### config.mk
export PLATFORM = sky130hd
export DESIGN_NAME = rtp_nal_depacketizer
export DESIGN_NICKNAME = d
export VERILOG_FILES = /design/src/hdl/rnd_pkg.sv /design/src/hdl/rnd_core.sv /design/src/hdl/rnd_out_queue.sv /design/src/hdl/rtp_nal_depacketizer.sv
export VERILOG_INCLUDE_DIRS = /design/src /design/src/hdl
export SDC_FILE = /design/constraint.sdc
export NUM_CORES = 1
export LEC_CHECK = 0
export BUFFER_PORTS_ARGS = -buffer_cell sky130_fd_sc_hd__buf_2
export CORE_UTILIZATION = 25
export CTS_CLUSTER_DIAMETER = 80
export DETAILED_ROUTE_END_ITERATION = 10
export PLACE_DENSITY = 0.39
export SETUP_SLACK_MARGIN = 0.05
export SYNTH_ARGS = -nofsm -noshare
export SYNTH_HDL_FRONTEND = slang
export SYNTH_SLANG_ARGS = --single-unit
### constraint.sdc
create_clock -name clk -period 3.3 [get_ports clk]
set_clock_uncertainty 0.05 [all_clocks]
set_input_delay 0 -clock clk [delete_from_list [all_inputs] [get_ports clk]]
set_output_delay 0 -clock clk [all_outputs]
set_load 0.02 [all_outputs]
### src/hdl/rtp_nal_depacketizer_macros.svh
// Assertion macros shared by the depacketizer RTL.
`ifndef RTP_NAL_DEPACKETIZER_MACROS_SVH
`define RTP_NAL_DEPACKETIZER_MACROS_SVH

// Same-cycle implication, checked outside reset.
`define RND_ASSERT_NOW(label, ante, cons) \
    label: assert property (@(posedge clk) disable iff (!rst_n) (ante) |-> (cons)) \
        else $error("rnd assertion failed");

// Next-cycle implication, checked outside reset.
`define RND_ASSERT_NEXT(label, ante, cons) \
    label: assert property (@(posedge clk) disable iff (!rst_n) (ante) |=> (cons)) \
        else $error("rnd assertion failed");

`endif

### src/hdl/rnd_pkg.sv
// Shared types and constants for the RTP NAL depacketizer.
`timescale 1ns / 1ps
package rnd_pkg;

    localparam logic [5:0] TYPE_AGG  = 6'd48;
    localparam logic [5:0] TYPE_FRAG = 6'd49;

    localparam int MAX_RESULTS = 3;
    localparam int QUEUE_DEPTH = 4;

    typedef enum logic [3:0] {
        POS_IDLE = 4'b0001,
        POS_B1   = 4'b0010,
        POS_B2   = 4'b0100,
        POS_BODY = 4'b1000
    } pos_t;

    typedef enum logic [2:0] {
        KIND_SINGLE = 3'b001,
        KIND_AGG    = 3'b010,
        KIND_FRAG   = 3'b100
    } kind_t;

    typedef enum logic [3:0] {
        AGG_LEN_HI = 4'b0001,
        AGG_LEN_LO = 4'b0010,
        AGG_FIRST  = 4'b0100,
        AGG_MORE   = 4'b1000
    } agg_phase_t;

    typedef struct packed {
        logic [7:0]  payload_byte;
        logic        packet_first;
        logic        packet_last;
        logic [15:0] seq_number;
    } in_item_t;

    typedef struct packed {
        logic [7:0] nal_byte;
        logic       has_byte;
        logic       unit_start;
        logic       unit_end;
        logic       last_result;
    } result_t;

    typedef struct packed {
        logic [1:0]    count;
        result_t [2:0] res;
    } step_t;

    typedef struct packed {
        logic [2:0] level;
        logic       room;
    } queue_status_t;

endpackage

### src/hdl/rnd_core.sv
// Packet parser state and per-beat result generation.
`timescale 1ns / 1ps
module rnd_core
    import rnd_pkg::*;
(
    input  logic     clk,
    input  logic     rst_n,
    input  logic     accept,
    input  in_item_t item,
    output step_t    step
);

    logic [15:0] last_seq_reg, last_seq_next;
    logic        drop_reg, drop_next;
    pos_t        pos_reg, pos_next;
    logic [7:0]  held_first_reg, held_first_next;
    kind_t       kind_reg, kind_next;
    logic        open_reg, open_next;
    logic        frag_end_reg, frag_end_next;
    agg_phase_t  phase_reg, phase_next;
    logic [15:0] remain_reg, remain_next;
    logic [1:0]  held2_reg, held2_next;

    always_comb
    begin
        logic [7:0]    b;
        logic          lst;
        logic          ov;
        logic          endu;
        logic [1:0]    cnt;
        result_t [2:0] res;

        b   = item.payload_byte;
        lst = item.packet_last;
        cnt = 2'd0;
        res = '0;
        ov  = open_reg;
        endu = 1'b0;

        last_seq_next   = last_seq_reg;
        drop_next       = drop_reg;
        pos_next        = pos_reg;
        held_first_next = held_first_reg;
        kind_next       = kind_reg;
        open_next       = open_reg;
        frag_end_next   = frag_end_reg;
        phase_next      = phase_reg;
        remain_next     = remain_reg;
        held2_next      = held2_reg;

        if (item.packet_first)
        begin
            // close a unit cut short by the new packet
            if (pos_reg == POS_BODY && !drop_reg &&
                (kind_reg == KIND_SINGLE || (kind_reg == KIND_AGG && phase_reg == AGG_MORE)))
            begin
                res[cnt] = '{nal_byte: 8'h00, has_byte: 1'b0, unit_start: 1'b0,
                             unit_end: 1'b1, last_result: 1'b0};
                cnt = cnt + 2'd1;
            end
            if (item.seq_number < last_seq_reg)
            begin
                drop_next = 1'b1;
            end
            else
            begin
                drop_next     = 1'b0;
                last_seq_next = item.seq_number;
            end
            held_first_next = b;
            kind_next       = KIND_SINGLE;
            phase_next      = AGG_LEN_HI;
            remain_next     = 16'd0;
            frag_end_next   = 1'b0;
            pos_next        = lst ? POS_IDLE : POS_B1;
        end
        else if (pos_reg == POS_IDLE)
        begin
            // stray byte outside a packet: drop
        end
        else if (drop_reg)
        begin
            if (lst)
            begin
                pos_next = POS_IDLE;
            end
        end
        else
        begin
            case (pos_reg)
                POS_B1:
                begin
                    if (b[5:0] == TYPE_FRAG)
                    begin
                        kind_next  = KIND_FRAG;
                        held2_next = b[7:6];
                        pos_next   = lst ? POS_IDLE : POS_B2;
                    end
                    else
                    begin
                        if (open_reg)
                        begin
                            res[cnt] = '{nal_byte: 8'h00, has_byte: 1'b0, unit_start: 1'b0,
                                         unit_end: 1'b1, last_result: 1'b0};
                            cnt = cnt + 2'd1;
                            open_next = 1'b0;
                        end
                        if (b[5:0] == TYPE_AGG)
                        begin
                            kind_next  = KIND_AGG;
                            phase_next = AGG_LEN_HI;
                        end
                        else
                        begin
                            kind_next = KIND_SINGLE;
                            res[cnt] = '{nal_byte: held_first_reg, has_byte: 1'b1,
                                         unit_start: 1'b1, unit_end: 1'b0, last_result: 1'b0};
                            cnt = cnt + 2'd1;
                            res[cnt] = '{nal_byte: b, has_byte: 1'b1, unit_start: 1'b0,
                                         unit_end: lst, last_result: 1'b0};
                            cnt = cnt + 2'd1;
                        end
                        pos_next = lst ? POS_IDLE : POS_BODY;
                    end
                end
                POS_B2:
                begin
                    // FU header: bit 7 start, bit 6 end
                    if (b[7] && ov)
                    begin
                        res[cnt] = '{nal_byte: 8'h00, has_byte: 1'b0, unit_start: 1'b0,
                                     unit_end: 1'b1, last_result: 1'b0};
                        cnt = cnt + 2'd1;
                        ov = 1'b0;
                    end
                    if (!ov)
                    begin
                        res[cnt] = '{nal_byte: held_first_reg, has_byte: 1'b1,
                                     unit_start: 1'b1, unit_end: 1'b0, last_result: 1'b0};
                        cnt = cnt + 2'd1;
                        res[cnt] = '{nal_byte: {held2_reg, b[5:0]}, has_byte: 1'b1,
                                     unit_start: 1'b0, unit_end: lst & b[6],
                                     last_result: 1'b0};
                        cnt = cnt + 2'd1;
                        ov = 1'b1;
                    end
                    else if (lst && b[6])
                    begin
                        res[cnt] = '{nal_byte: 8'h00, has_byte: 1'b0, unit_start: 1'b0,
                                     unit_end: 1'b1, last_result: 1'b0};
                        cnt = cnt + 2'd1;
                    end
                    if (lst && b[6])
                    begin
                        ov = 1'b0;
                    end
                    open_next     = ov;
                    frag_end_next = b[6];
                    pos_next      = lst ? POS_IDLE : POS_BODY;
                end
                POS_BODY:
                begin
                    case (kind_reg)
                        KIND_AGG:
                        begin
                            case (phase_reg)
                                AGG_LEN_HI:
                                begin
                                    remain_next = {b, 8'h00};
                                    phase_next  = AGG_LEN_LO;
                                end
                                AGG_LEN_LO:
                                begin
                                    remain_next = remain_reg | {8'h00, b};
                                    phase_next  = (remain_next != 16'd0) ? AGG_FIRST : AGG_LEN_HI;
                                end
                                default:
                                begin
                                    endu = lst || (remain_reg <= 16'd1);
                                    res[cnt] = '{nal_byte: b, has_byte: 1'b1,
                                                 unit_start: (phase_reg == AGG_FIRST),
                                                 unit_end: endu, last_result: 1'b0};
                                    cnt = cnt + 2'd1;
                                    remain_next = remain_reg - 16'd1;
                                    phase_next  = (remain_next != 16'd0) ? AGG_MORE : AGG_LEN_HI;
                                end
                            endcase
                        end
                        KIND_FRAG:
                        begin
                            res[cnt] = '{nal_byte: b, has_byte: 1'b1, unit_start: 1'b0,
                                         unit_end: lst & frag_end_reg, last_result: 1'b0};
                            cnt = cnt + 2'd1;
                            if (lst && frag_end_reg)
                            begin
                                open_next = 1'b0;
                            end
                        end
                        default:
                        begin
                            res[cnt] = '{nal_byte: b, has_byte: 1'b1, unit_start: 1'b0,
                                         unit_end: lst, last_result: 1'b0};
                            cnt = cnt + 2'd1;
                        end
                    endcase
                    if (lst)
                    begin
                        pos_next = POS_IDLE;
                    end
                end
                default:
                begin
                end
            endcase
        end

        if (cnt != 2'd0)
        begin
            res[cnt - 2'd1].last_result = 1'b1;
        end
        step.count = cnt;
        step.res   = res;
    end

    always_ff @(posedge clk or negedge rst_n)
    begin
        if (!rst_n)
        begin
            last_seq_reg   <= 16'd0;
            drop_reg       <= 1'b0;
            pos_reg        <= POS_IDLE;
            held_first_reg <= 8'h00;
            kind_reg       <= KIND_SINGLE;
            open_reg       <= 1'b0;
            frag_end_reg   <= 1'b0;
            phase_reg      <= AGG_LEN_HI;
            remain_reg     <= 16'd0;
            held2_reg      <= 2'b00;
        end
        else if (accept)
        begin
            last_seq_reg   <= last_seq_next;
            drop_reg       <= drop_next;
            pos_reg        <= pos_next;
            held_first_reg <= held_first_next;
            kind_reg       <= kind_next;
            open_reg       <= open_next;
            frag_end_reg   <= frag_end_next;
            phase_reg      <= phase_next;
            remain_reg     <= remain_next;
            held2_reg      <= held2_next;
        end
    end

endmodule

### src/hdl/rnd_out_queue.sv
// Result queue: takes up to three results per beat, drains one per cycle while out_ready is high.
`timescale 1ns / 1ps
module rnd_out_queue
    import rnd_pkg::*;
(
    input  logic          clk,
    input  logic          rst_n,
    input  logic          push,
    input  step_t         step,
    input  logic          out_ready,
    output logic          out_valid,
    output result_t       head,
    output queue_status_t status
);

    localparam int PW = $clog2(QUEUE_DEPTH);

    result_t        q_reg [QUEUE_DEPTH];
    logic [PW-1:0]  rptr_reg, rptr_next;
    logic [PW-1:0]  wptr_reg, wptr_next;
    logic [PW:0]    level_reg, level_next;
    logic           pop;
    logic [1:0]     push_cnt;

    assign out_valid = (level_reg != '0);
    assign pop       = out_valid && out_ready;
    assign push_cnt  = push ? step.count : 2'd0;
    assign head      = q_reg[rptr_reg];

    // keep room for a full burst of results after this cycle's drain
    assign status.room  = (level_reg <= (PW+1)'(QUEUE_DEPTH - MAX_RESULTS)) ||
                          ((level_reg == (PW+1)'(QUEUE_DEPTH - MAX_RESULTS + 1)) && pop);
    assign status.level = 3'(level_reg);

    assign rptr_next  = rptr_reg + PW'(pop);
    assign wptr_next  = wptr_reg + PW'(push_cnt);
    assign level_next = level_reg - (PW+1)'(pop) + (PW+1)'(push_cnt);

    always_ff @(posedge clk or negedge rst_n)
    begin
        if (!rst_n)
        begin
            rptr_reg  <= '0;
            wptr_reg  <= '0;
            level_reg <= '0;
        end
        else
        begin
            rptr_reg  <= rptr_next;
            wptr_reg  <= wptr_next;
            level_reg <= level_next;
        end
    end

    always_ff @(posedge clk)
    begin
        for (int i = 0; i < MAX_RESULTS; i++)
        begin
            if (push && (2'(i) < step.count))
            begin
                q_reg[wptr_reg + PW'(i)] <= step.res[i];
            end
        end
    end

endmodule

### src/hdl/rtp_nal_depacketizer.sv
// Top level of the RTP NAL unit depacketizer.
//
//  channel | direction | payload                                         | handshake
//  input   | in        | payload_byte packet_first packet_last seq_number | in_valid/in_ready
//  output  | out       | nal_byte has_byte unit_start unit_end last_result | out_valid/out_ready
//
// Each input beat is parsed in the cycle it is accepted and yields zero to three results.
// Results sit in a four-entry queue and leave one per cycle while out_ready is high; the drain rate sets throughput.
// in_ready is high while the queue, after this cycle's drain, has room for three results.
// Reset clears parser state and empties the queue; no clearing pass is needed.
// An output stall holds the head result; input stalls only when the queue is too full.
`timescale 1ns / 1ps
`include "rtp_nal_depacketizer_macros.svh"
module rtp_nal_depacketizer
    import rnd_pkg::*;
(
    input  logic        clk,
    input  logic        rst_n,
    input  logic        in_valid,
    output logic        in_ready,
    input  logic [7:0]  payload_byte,
    input  logic        packet_first,
    input  logic        packet_last,
    input  logic [15:0] seq_number,
    output logic        out_valid,
    input  logic        out_ready,
    output logic [7:0]  nal_byte,
    output logic        has_byte,
    output logic        unit_start,
    output logic        unit_end,
    output logic        last_result
);

    in_item_t      item;
    step_t         step;
    result_t       head;
    queue_status_t status;
    logic          accept;

    assign item = '{payload_byte: payload_byte, packet_first: packet_first,
                    packet_last: packet_last, seq_number: seq_number};

    assign in_ready = status.room;
    assign accept   = in_valid && in_ready;

    rnd_core u_core
    (
        .clk    (clk),
        .rst_n  (rst_n),
        .accept (accept),
        .item   (item),
        .step   (step)
    );

    rnd_out_queue u_queue
    (
        .clk       (clk),
        .rst_n     (rst_n),
        .push      (accept),
        .step      (step),
        .out_ready (out_ready),
        .out_valid (out_valid),
        .head      (head),
        .status    (status)
    );

    assign nal_byte    = head.nal_byte;
    assign has_byte    = head.has_byte;
    assign unit_start  = head.unit_start;
    assign unit_end    = head.unit_end;
    assign last_result = head.last_result;

    `RND_ASSERT_NOW(a_empty_takes_beat, !out_valid, in_ready)
    `RND_ASSERT_NOW(a_level_in_range, 1'b1, status.level <= 3'(QUEUE_DEPTH))
    `RND_ASSERT_NEXT(a_stall_holds_head, out_valid && !out_ready,
                     out_valid && $stable(nal_byte) && $stable(last_result))

endmodule
# [Word-level counts from Yosys, hierarchy flattened]
# Memories as Yosys holds them, arrays and structs flattened.
# Index checks and enable logic that the tools add are counted.
[totals] reg_bits=63 ramBits=48 inputBits=30 out_inout_bits=14 wordCells=231 memories=1
[op_classes] n_addsub=12 order_cmp=16 eq_ne=22 n_mux=115 bitwise_logic=10 n_reduce_logical=42
[mem_list] name="u_queue.q_reg" depth=4 width=12 read_ports=1 rd_clocked_by_memory_dff=0 wr=3 line_no="rnd_out_queue.sv:18" source="result_t q_reg [QUEUE_DEPTH];"
[op_table] operator="$mux W36" n=7
[op_table] operator="$bwmux W36" n=5
[op_table] operator="$mux W12" n=15
[op_table] operator="$demux W12 S2" n=5
[op_table] operator="$mux W16" n=5
[op_table] operator="$mux W4" n=13
[op_table] operator="$pmux W24 S2" n=1
[op_table] operator="$mux W2" n=22
[op_table] operator="$pmux W12 S3" n=1
[op_table] operator="$and A11 B33 Y33" n=1
[op_table] operator="$not A33 Y33" n=1
[op_table] operator="$pmux W16 S2" n=1
[op_table] operator="$reduce_bool A16 Y1" n=2
[op_table] operator="$mux W1" n=26
[op_table] operator="$mux W24" n=1
[op_table] operator="$pmux W12 S2" n=1
[op_table] operator="$mux W3" n=7
[op_table] operator="$logic_and A1 B1 Y1" n=17
[op_table] operator="$le A16 B1 Y1 const B" n=1
[op_table] operator="$lt A16 B16 Y1" n=1
[op_table] operator="$or A16 B8 Y16" n=1
[op_table] operator="$pmux W4 S2" n=2
[op_table] operator="$sub A16 B1 Y16 const B" n=1
[op_table] operator="$lt A2 B3 Y1 const B" n=5
[op_table] operator="41 further kinds" n=75

# [Depth between registers and ports, before layout]
[logic_depth] ltp_word=21 depth_mapped=12 depth_no_buf=10

# [Hierarchy]
# A second synthesis with hierarchy kept.
[unflattened] cells_unflattened=738 hier_area_um2=7737.4
[modules_own_cells] mod="rnd_core" instances=1 cells_each=509 area_per_inst_um2=4250.3 seq_area_each_um2=1405.1
[modules_own_cells] mod="rnd_out_queue" instances=1 cells_each=228 area_per_inst_um2=3480.8 seq_area_each_um2=1616.6
[modules_own_cells] mod="rtp_nal_depacketizer" instances=1 cells_each=1 area_per_inst_um2=6.3 seq_area_each_um2=0.0

# [Worst setup path after synthesis]
# Ideal clock, no wire load.
[synth_timing] path_type="flip-flop to flip-flop" start="reg u_core.open_reg" end="mem u_queue.q_reg[1][0] (netlist bit) (enable)" setup_time_ns=0.398 t_arrival_ns=3.140 required_time_ns=2.852 slack_ns=-0.288 stages_incl_launch_ff=10 n_path_buf=2 synth_period_minus_slack_ns=3.588 path_cell_list="dfrtp_1 clkbuf_1 buf_1 nand2_1 ha_1 o211ai_1 a31o_2 a21oi_1 a21oi_1 o21ai_0"
[synth_lines] item="start: declaration" line_no="rnd_core.sv:18" source="logic open_reg, open_next;"
[synth_lines] item="start signal: assignment" line_no="rnd_core.sv:247" source="open_reg <= open_next;"
[synth_lines] item="end: declaration" line_no="rnd_out_queue.sv:18"

# [Final worst setup path]
[layout_timing] start="reg u_core.pos_reg[3]" end="reg u_queue.level_reg[2]"
[layout_via] elab_chain_len=7 word_cells_on_any_way=13 classes_between="add/sub: 1; eq/ne: 4; mux: 6; reduce/logical: 2"
[layout_rtl] item="start: declaration" line_no="rnd_core.sv:15" source="pos_t pos_reg, pos_next;"
[layout_rtl] item="start signal: assignment" line_no="rnd_core.sv:244" source="pos_reg <= pos_next;"
[layout_rtl] item="$eq A4 B4 Y1 (tied with other cells)" line_no="rnd_core.sv:54, rnd_core.sv:90"
[layout_rtl] item="$pmux W2 S3 or $logic_and A1 B1 Y1 (tied branches)" line_no="rnd_core.sv:90, rnd_core.sv:54"
[layout_rtl] item="$mux W2 or $logic_and A1 B1 Y1 (tied branches)" line_no="rnd_core.sv:81, rnd_core.sv:54"
[layout_rtl] item="$mux W2 or $mux W1 (tied branches)" line_no="rnd_core.sv:77, rnd_core.sv:54"
[layout_rtl] item="$mux W2 (*)" line_no="rnd_core.sv:51" source="if (item.packet_first)"
[layout_rtl] item="$mux W2 (*)" line_no="rnd_out_queue.sv:27" source="assign push_cnt = push ? step.count : 2'd0;"
[layout_rtl] item="$add A3 B2 Y3 (*)" line_no="rnd_out_queue.sv:37" source="assign level_next = level_reg - (PW+1)'(pop) + (PW+1)'(push_cnt);"
[layout_rtl] item="named net u_queue.level_next[2]" line_no="rnd_out_queue.sv:21" source="logic [PW:0] level_reg, level_next;"
[layout_rtl] item="end signal: assignment" line_no="rnd_out_queue.sv:51" source="level_reg <= level_next;"
[layout_rtl] item="end: declaration" line_no="rnd_out_queue.sv:21"
# The timed path passes the listed nets; every way through them passes the cells marked *.
# A chain may end at the register's enable or synchronous reset.

==> summary.txt <==
Finish
  • Area of the multi-input gates: 0.004143 mm2
  • Filler instances: 3095
  • Register area: a little over 0.003 mm2
  • Area growth syn-to-layout: 16.39%
  • Ratio of cells with drive above 1 in the final layout: between 20% and 30%
  • Antenna diodes: 0
  • Max reg flops: 48
  • Final std cells w/o fill: 1209
  • Final Core Density: between 20% and 30%
  • Nets: approximately 870

Yosys
  • Mean Syn Cell Area: 10.03 um2
  • Ys flop type: dfrtp_1
  • Seq/Total Area, Yosys: 39.94%
  • Post-synth EDFFs: 48
  • Yosys reg bits: 111
  • Synthesized instance count: 754
  • Ys Warns: 0
  • Synth async-reset ratio: approximately 57%
  • Netlist cell types: between 80 and 90
  • Syn nets: roughly 810
  • Mapped Area: about 0.0076 mm2

GRT
  • Pin count of the biggest net entering global routing: 42
  • Vias in the first global route: ~6000
  • Antenna violations before repair: 0
  • GRT overflow: 0
  • Total GRT Usage: between 10% and 20%
  • Global-route wire length before repair: between 30 and 40 mm

STA
  • RSZ-0062 raised after global routing: false
  • Setup_tns: 0 ns
  • Worst-Margin Slew: about 1.1 ns
  • Period utilization: roughly nine tenths
  • Slew HR: roughly 29%
  • Peak Freq: about 330 MHz
  • Final hold vios: 0
  • Max-slew violations: 0
  • Setup WS post-layout: a little under 0.3 ns
  • Final setup violation count: 0
  • Final worst path period need: roughly 3.0 ns

Drt
  • DRC errors left: 0
  • Drt first pass iters: 5
  • DRT iter0 DRCs: around 430
  • WL/cell: around 19 um
  • Antenna Nets Post-Route: 0
  • Vias per cell: 4.967
  • Total routed wirelength: about 23 mm
  • Via count: about 6000

Status
  • Status: finished, final reports clean

Placed design
  • HPWL Detailed: about 17 mm
  • Placed insts: about 1200
  • Final RePlAce weighted congestion: ~0.74
  • IO Port Bufs: between 40 and 50
  • Worst Setup Slack post-DPL: ~0.2 ns

Setup path
  • Critical Path AT: 3.26 ns
  • Critical Path Source: u_core.pos_reg[3]
  • Setup slack, reg-to-reg: 0.29 ns
  • Critical path type: register to register
  • Type of origin of the critical path: register
  • Crit path max fanout: 12
  • Reg2reg end: u_queue.level_reg[2]
  • CP endpoint kind: register
  • FF-to-FF Start: u_core.pos_reg[3]
  • Reg2Reg Depth: 9
  • Critical Path RT: ~3.6 ns

CTS
  • Worst skew pair latency: 0.37 ns
  • Clock sinks: ~110
  • Post-cts sizing count: 0
  • Root buffer cell: clkbuf_16
  • Clock-pin slew on the worst setup and hold paths: approximately 0.090 ns
  • CTS max path bufs: 2
  • CTS tree: built
  • Postcts setup bufs: 0
  • TritonCTS Buffers: 9
  • CTS H-tree depth: 3

Worst hold path
  • Hold endpoint: u_core.held_first_reg[2]
  • Min-Delay Path Class: primary input to register
  • Hold Crit Start: payload_byte[2]
  • Worst Hold Depth: 2

Pwr
  • Power density cells: between 700 and 800 mW/mm2
  • Leakage: around 3.7 nW
  • Peak VDD IR: about 0.27 mV

Run
  • Max_cap viols: 0

Floorplan
  • Rows: 63
  • Starting density of the core: about a quarter
  • Die width: about 180 um
  • Die height: approximately 180 um
  • DIE AREA: about 0.031 mm2
  • Num ports: 44
  • Core Region: between 0.02 and 0.03 mm2
==> cell usage after synthesis, types with 12 or more instances <==
cell type	number	share of area [%]
a21oi_1	61	4.0
dfrtp_1	60	20
nand2_1	54	2.7
nor2_1	50	2.5
edfxtp_1	48	19
inv_1	40	2.0
mux2i_1	39	5.2
o21ai_0	34	2.2
ha_1	26	4.3
clkbuf_1	25	1.2
mux2_2	25	3.7
nor3_1	18	1.2
nand3_1	16	1.1
a22oi_1	13	1.3
mux4_2	12	3.6
==> cell usage in the layout, fill, tap and decap left out, types with 6 or more instances in the layout <==
cell / count
a211oi_1: 9
a21o_1: 9
a21oi_1: 61
a22o_1: 11
a22oi_1: 13
buf_2: 43
buf_4: 35
clkbuf_16: 9
dfrtp_1: 60
dlygate4sd3_1: 20
edfxtp_1: 48
ha_1: 26
inv_1: 40
mux2_2: 25
mux2i_1: 39
mux4_2: 12
nand2_1: 54
nand2b_1: 6
nand3_1: 16
nand4_1: 6
nor2_1: 50
nor2b_1: 8
nor3_1: 18
nor4_1: 9
o211ai_1: 6
o21a_1: 6
o21ai_0: 31
o21ai_1: 6
o22a_1: 9
o22ai_1: 9
xnor2_1: 11
xor2_1: 7
==> layer usage <==
metal,up-vias,part of all wire (%),track usage (%)
li1,2938,-,-
met1,2960,49,21.39
met2,93,47,24.21
met3,14,2.6,2.433
met4,0,1.1,3.261
met5,-,0,0
==> per-stage QoR <==
stage | hold slack (ns) | cell area (um2) | total power [mW]
after floorplan | -0.3456 | 7571 | 4.227
after global placement | -0.01389 | 8304 | 5.034
after detailed placement | -0.007906 | 8304 | 5.033
after CTS | 0.05367 | 8806 | 6.249
after global routing | 0.06775 | 8806 | 6.646
final | 0.05430 | 8806 | 6.170
==> how the worst max path moves through the flow <==
stage | endpoint | cells past startpoint
floorplan | u_queue.q_reg[1][0] | 9
global route | u_queue.q_reg[0][8] | 6
CTS | u_queue.q_reg[0][8] | 6
finish | u_queue.level_reg[2] | 9
detailed placement | u_queue.q_reg[0][8] | 6
global placement | u_queue.q_reg[0][8] | 6
==> where the power goes <==
group / switching, mW / total [mW] / internal (mW)
clock network: 0.630 / 1.18 / 0.547
logic: 1.52 / 2.70 / 1.18
registers: 0.507 / 2.29 / 1.79
==> kinds of logic (layout without fill, tap and decap cells) <==
family | after synthesis | after routing | share of synthesized area, %
AOI/OAI and AO/OA | 217 | 217 | 20.49
xor gates and xnor gates | 18 | 18 | 2.084
adders and majority gates | 27 | 27 | 4.564
buffers and inverters | 91 | 156 | 5.457
DFF | 111 | 111 | 39.94
muxes | 76 | 76 | 12.45
and+or+nand+nor | 214 | 214 | 15.02
==> worst max-delay path, cell delays in order (launching register included) <==
cell and delay (ns):
dfrtp_1 0.61, or4b_4 0.56, a31o_2 0.30, a31o_2 0.28, a21oi_1 0.22, ha_1 0.19
inv_1 0.05, fa_1 0.37, xnor2_1 0.18, xnor2_1 0.13
==> area by class of cell <==
cell class / instances / share of cell area [%]
clock inverters: 7 / 0.8667
flip-flops and latches: 111 / 34.31
repair buffers: 99 / 7.928
inverters: 41 / 1.748
multi-input cells: 552 / 47.04
clock buffers: 9 / 2.558
well taps: 390 / 5.541
==> repair_timing <==
action                     CTS  global route
hold endpoints to repair    41             0
setup endpoints to repair    0             0
hold buffers                20             0
No activity file was read; power rests on OpenSTA's default activity.
